### config.mk
export PLATFORM = sky130hd
export DESIGN_NAME = stable_time_priority_queue_flat
export DESIGN_NICKNAME = d
export VERILOG_FILES = /design/src/stpq_pkg.sv /design/src/stpq_if.sv /design/src/stpq_cell.sv /design/src/stable_time_priority_queue.sv /design/src/flat_wrapper.sv
export SDC_FILE = /design/constraint.sdc
export NUM_CORES = 2
export LEC_CHECK = 0
export BUFFER_PORTS_ARGS = -buffer_cell sky130_fd_sc_hd__buf_2
export CORE_MARGIN = 2
export CORE_UTILIZATION = 35
export CTS_CLUSTER_SIZE = 10
export DETAILED_ROUTE_END_ITERATION = 7
export HOLD_SLACK_MARGIN = 0.03
export SLEW_MARGIN = 20
export SYNTH_ARGS = -nofsm -noshare
export SYNTH_HDL_FRONTEND = slang
export SYNTH_SLANG_ARGS = --single-unit
### constraint.sdc
create_clock -name clk -period 14.15 [get_ports clk]
set_input_delay 2.1225 -clock clk [delete_from_list [all_inputs] [get_ports clk]]
set_output_delay 2.1225 -clock clk [all_outputs]
set_load 0.05 [all_outputs]
### src/stpq_pkg.sv
// stpq_pkg: shared types and constants of the stable time priority queue
// no dependencies; imported by the interfaces, the queue cell, the top level, the checker and the testbench
`default_nettype none

package stpq_pkg;

  // number of queue cells
  localparam int QUEUE_DEPTH = 16;
  // width of the entry count, able to hold QUEUE_DEPTH itself
  localparam int CNT_W = $clog2(QUEUE_DEPTH + 1);
  // width of the reported occupancy field
  localparam int OCC_W = 5;

  // operation codes of a request
  typedef enum logic {
    OP_INSERT = 1'b0,
    OP_REMOVE = 1'b1
  } op_t;

  // one queued event
  typedef struct packed {
    logic signed [31:0] evt_time;
    logic        [15:0] kind;
    logic signed [31:0] data_a;
    logic signed [31:0] data_b;
  } entry_t;

  // broadcast from the top level to every cell
  typedef struct packed {
    logic   ins;
    logic   rem;
    entry_t new_entry;
  } cell_ctrl_t;

endpackage

`default_nettype wire

### src/stpq_if.sv
// stpq_req_if, stpq_rsp_if: valid/ready channels of the queue
// depends on stpq_pkg for the operation code type and the occupancy width OCC_W
`default_nettype none

interface stpq_req_if
  import stpq_pkg::*;
  ();
  logic               valid;
  logic               ready;
  op_t                op;
  logic signed [31:0] event_time;
  logic        [15:0] event_kind;
  logic signed [31:0] data_a;
  logic signed [31:0] data_b;

  modport source (output valid, op, event_time, event_kind, data_a, data_b, input ready);
  modport sink   (input valid, op, event_time, event_kind, data_a, data_b, output ready);
endinterface

interface stpq_rsp_if
  import stpq_pkg::*;
  ();
  logic               valid;
  logic               ready;
  logic               done_res;
  logic signed [31:0] out_time;
  logic        [15:0] out_kind;
  logic signed [31:0] out_data_a;
  logic signed [31:0] out_data_b;
  logic        [OCC_W-1:0] occupancy;
  logic               is_empty;

  modport source (output valid, done_res, out_time, out_kind, out_data_a, out_data_b,
                  occupancy, is_empty, input ready);
  modport sink   (input valid, done_res, out_time, out_kind, out_data_a, out_data_b,
                  occupancy, is_empty, output ready);
endinterface

`default_nettype wire

### src/stpq_cell.sv
// stpq_cell: one slot of the sorted shift-register queue
// depends on stpq_pkg; instantiated in a row by stable_time_priority_queue
`default_nettype none

module stpq_cell
  import stpq_pkg::*;
(
  input  wire logic       clk,
  input  wire cell_ctrl_t ctrl,
  input  wire logic       occupied,
  input  wire logic       left_le,
  input  wire entry_t     left_entry,
  input  wire entry_t     right_entry,
  output logic            le,
  output entry_t          slot
);

  entry_t slot_next;

  // slot holds an event that stays ahead of the new one (ties stay ahead)
  assign le = occupied && (slot.evt_time <= ctrl.new_entry.evt_time);

  // keep, take the new event, shift right on insert; shift left on remove
  always_comb begin
    slot_next = slot;
    if (ctrl.ins) begin
      if (le) begin
        slot_next = slot;
      end else if (left_le) begin
        slot_next = ctrl.new_entry;
      end else begin
        slot_next = left_entry;
      end
    end else if (ctrl.rem) begin
      slot_next = right_entry;
    end
  end

  always_ff @(posedge clk) begin
    slot <= slot_next;
  end

endmodule

`default_nettype wire

### src/stable_time_priority_queue.sv
// Stable time priority queue: a row of QUEUE_DEPTH cells kept in time order.
// Result: registered, and valid in the cycle after its request transaction.
// Throughput: one request per cycle while results are taken; all cells compare
// against the new time in parallel and shift by one place in the same cycle.
// Reset: synchronous; clears the entry count and the result valid, slot contents
// are not reset and are read only below the count.
`default_nettype none

module stable_time_priority_queue
  import stpq_pkg::*;
(
  input  wire logic   clk,
  input  wire logic   rst,
  stpq_req_if.sink    req,
  stpq_rsp_if.source  rsp
);

  logic [CNT_W-1:0] count;
  logic [CNT_W-1:0] count_next;
  logic             fire;
  logic             full;
  cell_ctrl_t       ctrl;
  entry_t           slots [QUEUE_DEPTH];
  logic             les   [QUEUE_DEPTH];

  // accept while the result register is free or being drained
  assign req.ready = !rsp.valid || rsp.ready;
  assign fire      = req.valid && req.ready;
  assign full      = (count == CNT_W'(QUEUE_DEPTH));

  // broadcast to the cells
  assign ctrl.ins = fire && (req.op == OP_INSERT) && !full;
  assign ctrl.rem = fire && (req.op == OP_REMOVE) && (count != '0);
  assign ctrl.new_entry.evt_time = req.event_time;
  assign ctrl.new_entry.kind     = req.event_kind;
  assign ctrl.new_entry.data_a   = req.data_a;
  assign ctrl.new_entry.data_b   = req.data_b;

  // row of cells, each linked to both neighbors
  for (genvar i = 0; i < QUEUE_DEPTH; i++) begin : g_cell
    logic   left_le;
    entry_t left_entry;
    entry_t right_entry;

    if (i == 0) begin : g_first
      assign left_le    = 1'b1;
      assign left_entry = ctrl.new_entry;
    end else begin : g_mid
      assign left_le    = les[i-1];
      assign left_entry = slots[i-1];
    end

    if (i == QUEUE_DEPTH - 1) begin : g_last
      assign right_entry = slots[i];
    end else begin : g_inner
      assign right_entry = slots[i+1];
    end

    stpq_cell u_cell (
      .clk         (clk),
      .ctrl        (ctrl),
      .occupied    (CNT_W'(i) < count),
      .left_le     (left_le),
      .left_entry  (left_entry),
      .right_entry (right_entry),
      .le          (les[i]),
      .slot        (slots[i])
    );
  end

  // entry count
  always_comb begin
    count_next = count;
    if (ctrl.ins) begin
      count_next = count + CNT_W'(1);
    end else if (ctrl.rem) begin
      count_next = count - CNT_W'(1);
    end
  end

  always_ff @(posedge clk) begin
    if (rst) begin
      count <= '0;
    end else begin
      count <= count_next;
    end
  end

  // result valid
  always_ff @(posedge clk) begin
    if (rst) begin
      rsp.valid <= 1'b0;
    end else if (fire) begin
      rsp.valid <= 1'b1;
    end else if (rsp.ready) begin
      rsp.valid <= 1'b0;
    end
  end

  // result payload, head entry on a remove
  always_ff @(posedge clk) begin
    if (fire) begin
      rsp.done_res   <= ctrl.ins || ctrl.rem;
      rsp.out_time   <= ctrl.rem ? slots[0].evt_time : '0;
      rsp.out_kind   <= ctrl.rem ? slots[0].kind     : '0;
      rsp.out_data_a <= ctrl.rem ? slots[0].data_a   : '0;
      rsp.out_data_b <= ctrl.rem ? slots[0].data_b   : '0;
      rsp.occupancy  <= OCC_W'(count_next);
      rsp.is_empty   <= (count_next == '0);
    end
  end

endmodule

`default_nettype wire

### src/flat_wrapper.sv
// flat-port wrapper written by rule: the top's interface ports become plain ports
module stable_time_priority_queue_flat import stpq_pkg::*;
  (clk, rst, req_valid, req_op, req_event_time, req_event_kind, req_data_a, req_data_b, req_ready, rsp_valid, rsp_done_res, rsp_out_time, rsp_out_kind, rsp_out_data_a, rsp_out_data_b, rsp_occupancy, rsp_is_empty, rsp_ready);
  stpq_req_if req_i ();
  stpq_rsp_if rsp_i ();
  input  wire logic clk;
  input  wire logic rst;
  input wire logic [$bits(req_i.valid)-1:0] req_valid;
  input wire logic [$bits(req_i.op)-1:0] req_op;
  input wire logic [$bits(req_i.event_time)-1:0] req_event_time;
  input wire logic [$bits(req_i.event_kind)-1:0] req_event_kind;
  input wire logic [$bits(req_i.data_a)-1:0] req_data_a;
  input wire logic [$bits(req_i.data_b)-1:0] req_data_b;
  output wire logic [$bits(req_i.ready)-1:0] req_ready;
  output wire logic [$bits(rsp_i.valid)-1:0] rsp_valid;
  output wire logic [$bits(rsp_i.done_res)-1:0] rsp_done_res;
  output wire logic [$bits(rsp_i.out_time)-1:0] rsp_out_time;
  output wire logic [$bits(rsp_i.out_kind)-1:0] rsp_out_kind;
  output wire logic [$bits(rsp_i.out_data_a)-1:0] rsp_out_data_a;
  output wire logic [$bits(rsp_i.out_data_b)-1:0] rsp_out_data_b;
  output wire logic [$bits(rsp_i.occupancy)-1:0] rsp_occupancy;
  output wire logic [$bits(rsp_i.is_empty)-1:0] rsp_is_empty;
  input wire logic [$bits(rsp_i.ready)-1:0] rsp_ready;
  assign req_i.valid = req_valid;
  assign req_i.op = req_op;
  assign req_i.event_time = req_event_time;
  assign req_i.event_kind = req_event_kind;
  assign req_i.data_a = req_data_a;
  assign req_i.data_b = req_data_b;
  assign req_ready = req_i.ready;
  assign rsp_valid = rsp_i.valid;
  assign rsp_done_res = rsp_i.done_res;
  assign rsp_out_time = rsp_i.out_time;
  assign rsp_out_kind = rsp_i.out_kind;
  assign rsp_out_data_a = rsp_i.out_data_a;
  assign rsp_out_data_b = rsp_i.out_data_b;
  assign rsp_occupancy = rsp_i.occupancy;
  assign rsp_is_empty = rsp_i.is_empty;
  assign rsp_i.ready = rsp_ready;
  stable_time_priority_queue u_core (.clk(clk), .rst(rst), .req(req_i), .rsp(rsp_i));
endmodule
==> impl_metrics.csv <==
group,metric,value,unit
synthesis,synth_warnings,0,
place,placed_cells,13057,
route,routedWlPerCell,28.27,um
timing,tightestPinTransition,1.306,ns
timing,fin_hold_ws,0.5214,ns
synthesis,synth_fp_nets,10173,
grt,track_usage,0.2417,
timing,drv_slew,0,
worst_hold_path,min_path_type,"register to register",
route,postRouteAntennaNets,0,
route,drt_iter0_markers,11700,
power_and_ir_drop,max-vdd-ir-drop,0.0001025,V
timing,fin_skew,0.09227,ns
timing,slew_headroom,0.1214,
clock_tree,cts_setup_buffers,0,
clock_tree,clock_path_buffers,4,
place,dp_hpwl,224.3,mm
timing,fin_crit_sh,0.5381,
critical_path,critPathRequiredTime,14.83,ns
timing,hold_viol_final,0,
critical_path,r2r_cells,10,
clock_tree,root_buffer,"clkbuf_16",
floorplan,pin_count,238,
layout,area_growth,10.45,%
layout,multi_input_area,0.04251,mm^2
critical_path,startpoint,"req_event_time[17]",
layout,drive_above_1_share,0.08377,
synthesis,async_flop_share,0,
layout,post-route-util,0.3878,
layout,final_common_cell,"edfxtp_1",
synthesis,ys_ff_latch,1917,
synthesis,yosysUniqueCellTypes,62,
synthesis,synth_edf_count,1911,
timing,grt_setup_unrepaired,"false",
critical_path,cp-end-kind,"register",
layout,most-common-layout-cells,"1911 x edfxtp_1, 1546 x nand2_1, 1022 x o211ai_1, 952 x nand3_1, 529 x a21oi_1",
layout,final_cells,13381,
floorplan,die_x,546.5,um
critical_path,start_kind,"primary input",
critical_path,crit_arrival,8.29,ns
grt,grt_pass1_vias,79157,
floorplan,die_h,546.5,um
clock_tree,clock_latency,0.91,ns
status,status,"completed",
synthesis,ys.flop_type,"edfxtp_1",
grt,grt_first_pass_wirelength,545.2,mm
synthesis,yosysTopAreaCell,"edfxtp_1",
floorplan,die_area,0.2986,mm^2
clock_tree,cts-buffers-inserted,225,
route,viasPerCell,6.212,
clock_tree,cts_hold_buffers,0,
layout,regArea,0.05751,mm^2
critical_path,path_class,"primary input to register",
floorplan,num_rows,199,
synthesis,synth-seq-area-share,0.5583,
timing,final.setup.tns,0,ns
floorplan,start_util,0.3512,
critical_path,worst_r2r_startpoint,"u_core.count[1]$_SDFF_PP0_",
clock_tree,htreeDepth,4,
clock_tree,clkTransAtPathRegs,0.06,ns
route,vias,83127,
synthesis,synth_area_leaders,"edfxtp_1 56%, o211ai_1 7.4%, ha_1 6.3%, nand2_1 5.7%, nand3_1 4.6%",
layout,nets,9997,
timing,max_freq,131.3,MHz
clock_tree,post_cts_resized,0,
critical_path,reg2reg_to,"u_core.g_cell[4].u_cell.slot[65]$_DFFE_PP_",
clock_tree,cts_tree,"yes",
critical_path,cp-endpoint,"u_core.g_cell[4].u_cell.slot[24]$_DFFE_PP_",
grt,grt_max_degree,228,
timing,post-route-min-period,7.615,ns
critical_path,cp_max_fo,78,
floorplan,coreArea,0.2933,mm^2
layout,num-fill-cells,28221,
power_and_ir_drop,power_leakage,40.16,nW
route,firstDrtPassIters,8,
route,drc,0,
synthesis,synthCells,9541,
synthesis,syn_area_per_cell,10.80,um^2
run,max-cap-violations,0,
power_and_ir_drop,power_density,138.7,mW/mm^2
synthesis,syn_area,0.1030,mm^2
clock_tree,numClockSinks,1917,
place,numPortBuffers,237,
route,routed_wl,378.3,mm
critical_path,r2r_slack,8.02,ns
grt,grt.overflow.total,0,
place,gp_congestion,0.9513,
synthesis,yosysTopAreaCellShare,0.5571,
grt,antenna_found_initial,58,
timing,setup_viol,0,
power_and_ir_drop,finalPower,15.78,mW
## critical path: stages
cell      delay, ns
buf_2          0.16
inv_1          0.57
ha_1           0.35
and3_1         0.20
a221o_1        0.35
a21oi_1        0.43
o21ai_0        0.32
or3_1          0.46
nand3_4        0.44
buf_4          0.95
buf_4          0.65
buf_4          0.86
nand3_1        0.16
o211ai_1       0.13
## how the worst min path moves through the flow
stage	startpoint	endpoint	slack, ns	cells past startpoint
2_1_floorplan	u_core.g_cell[1].u_cell.slot[0]$_DFFE_PP_	u_core.g_cell[0].u_cell.slot[0]$_DFFE_PP_	0.52	2
4_1_cts	u_core.g_cell[11].u_cell.slot[79]$_DFFE_PP_	u_core.g_cell[10].u_cell.slot[79]$_DFFE_PP_	0.52	2
3_3_place_gp	u_core.g_cell[1].u_cell.slot[48]$_DFFE_PP_	u_core.g_cell[0].u_cell.slot[48]$_DFFE_PP_	0.53	2
6_report	u_core.g_cell[15].u_cell.slot[28]$_DFFE_PP_	u_core.g_cell[14].u_cell.slot[28]$_DFFE_PP_	0.52	2
5_1_grt	u_core.g_cell[15].u_cell.slot[28]$_DFFE_PP_	u_core.g_cell[14].u_cell.slot[28]$_DFFE_PP_	0.54	2
3_5_place_dp	u_core.g_cell[1].u_cell.slot[1]$_DFFE_PP_	u_core.g_cell[0].u_cell.slot[1]$_DFFE_PP_	0.53	2
## power breakdown
| group | switching, mW | leakage [nW] | internal [mW] |
|---|---|---|---|
| clock network | 2.33 | 2.95 | 2.88 |
| logic | 2.07 | 19.1 | 0.852 |
| registers | 0.451 | 18.1 | 7.20 |
| total | 4.85 | 40.2 | 10.9 |
## cells in the mapped netlist, drive strengths merged (8+ instances only)
master / n
edfxtp: 1911
nand2: 1554
o211ai: 1022
nand3: 955
clkbuf: 642
a21oi: 532
ha: 515
nor2: 501
mux2i: 444
nand4: 340
o21ai: 274
buf: 140
a31oi: 117
and2: 113
mux2: 112
a21o: 69
inv: 67
nor2b: 29
a211oi: 27
nor4: 25
a2111oi: 14
o221ai: 14
nor3: 13
or3: 9
o21a: 8
## metrics by stage
stage | setup slack, ns | cell area (um^2)
2_1_floorplan | -1.146 | 103000
3_3_place_gp | 5.882 | 107600
3_5_place_dp | 5.845 | 107700
4_1_cts | 6.778 | 113700
5_1_grt | 6.484 | 113700
6_report | 6.535 | 113800
## registers in the layout, indices dropped and copies added, names as in the netlist
register / cells
u_core.rsp.occupancy: 5
u_core.rsp.out_kind: 16
u_core.rsp.valid: 1
u_core.count: 5
u_core.rsp.out_data_b: 32
u_core.rsp.is_empty: 1
u_core.rsp.out_data_a: 32
u_core.rsp.done_res: 1
u_core.g_cell.u_cell.slot: 1792
u_core.rsp.out_time: 32
## cell families (layout without fill, tap and decap cells)
family,Yosys count,count (layout),share of synthesized area
simple gates,3576,3576,0.1561
compound gates,2125,2125,0.1347
flops,1917,1917,0.5583
buf+inv,849,751,0.03265
mux,556,556,0.05539
fa+ha+maj,515,515,0.06256
xor+xnor,3,3,0.0002551
other cells,0,19,0
## routing by layer
metal | up-vias | track usage | wire [um]
li1 | 35998 | - | -
met1 | 41142 | 0.3257 | 151500
met2 | 5093 | 0.3751 | 168600
met3 | 848 | 0.04893 | 40410
met4 | 46 | 0.1066 | 17500
met5 | - | 0 | 280
## layout make-up
type                    instances  share of cell area
flip-flops and latches       1917              0.5055
multi-input cells            6775              0.3737
clock buffers                 283             0.05206
well taps                    3919             0.04310
repair buffers                379             0.02184
inverters                      67            0.002255
clock inverters                22            0.001144
diodes                         19           0.0004180
No activity file was read; power rests on OpenSTA's default activity.
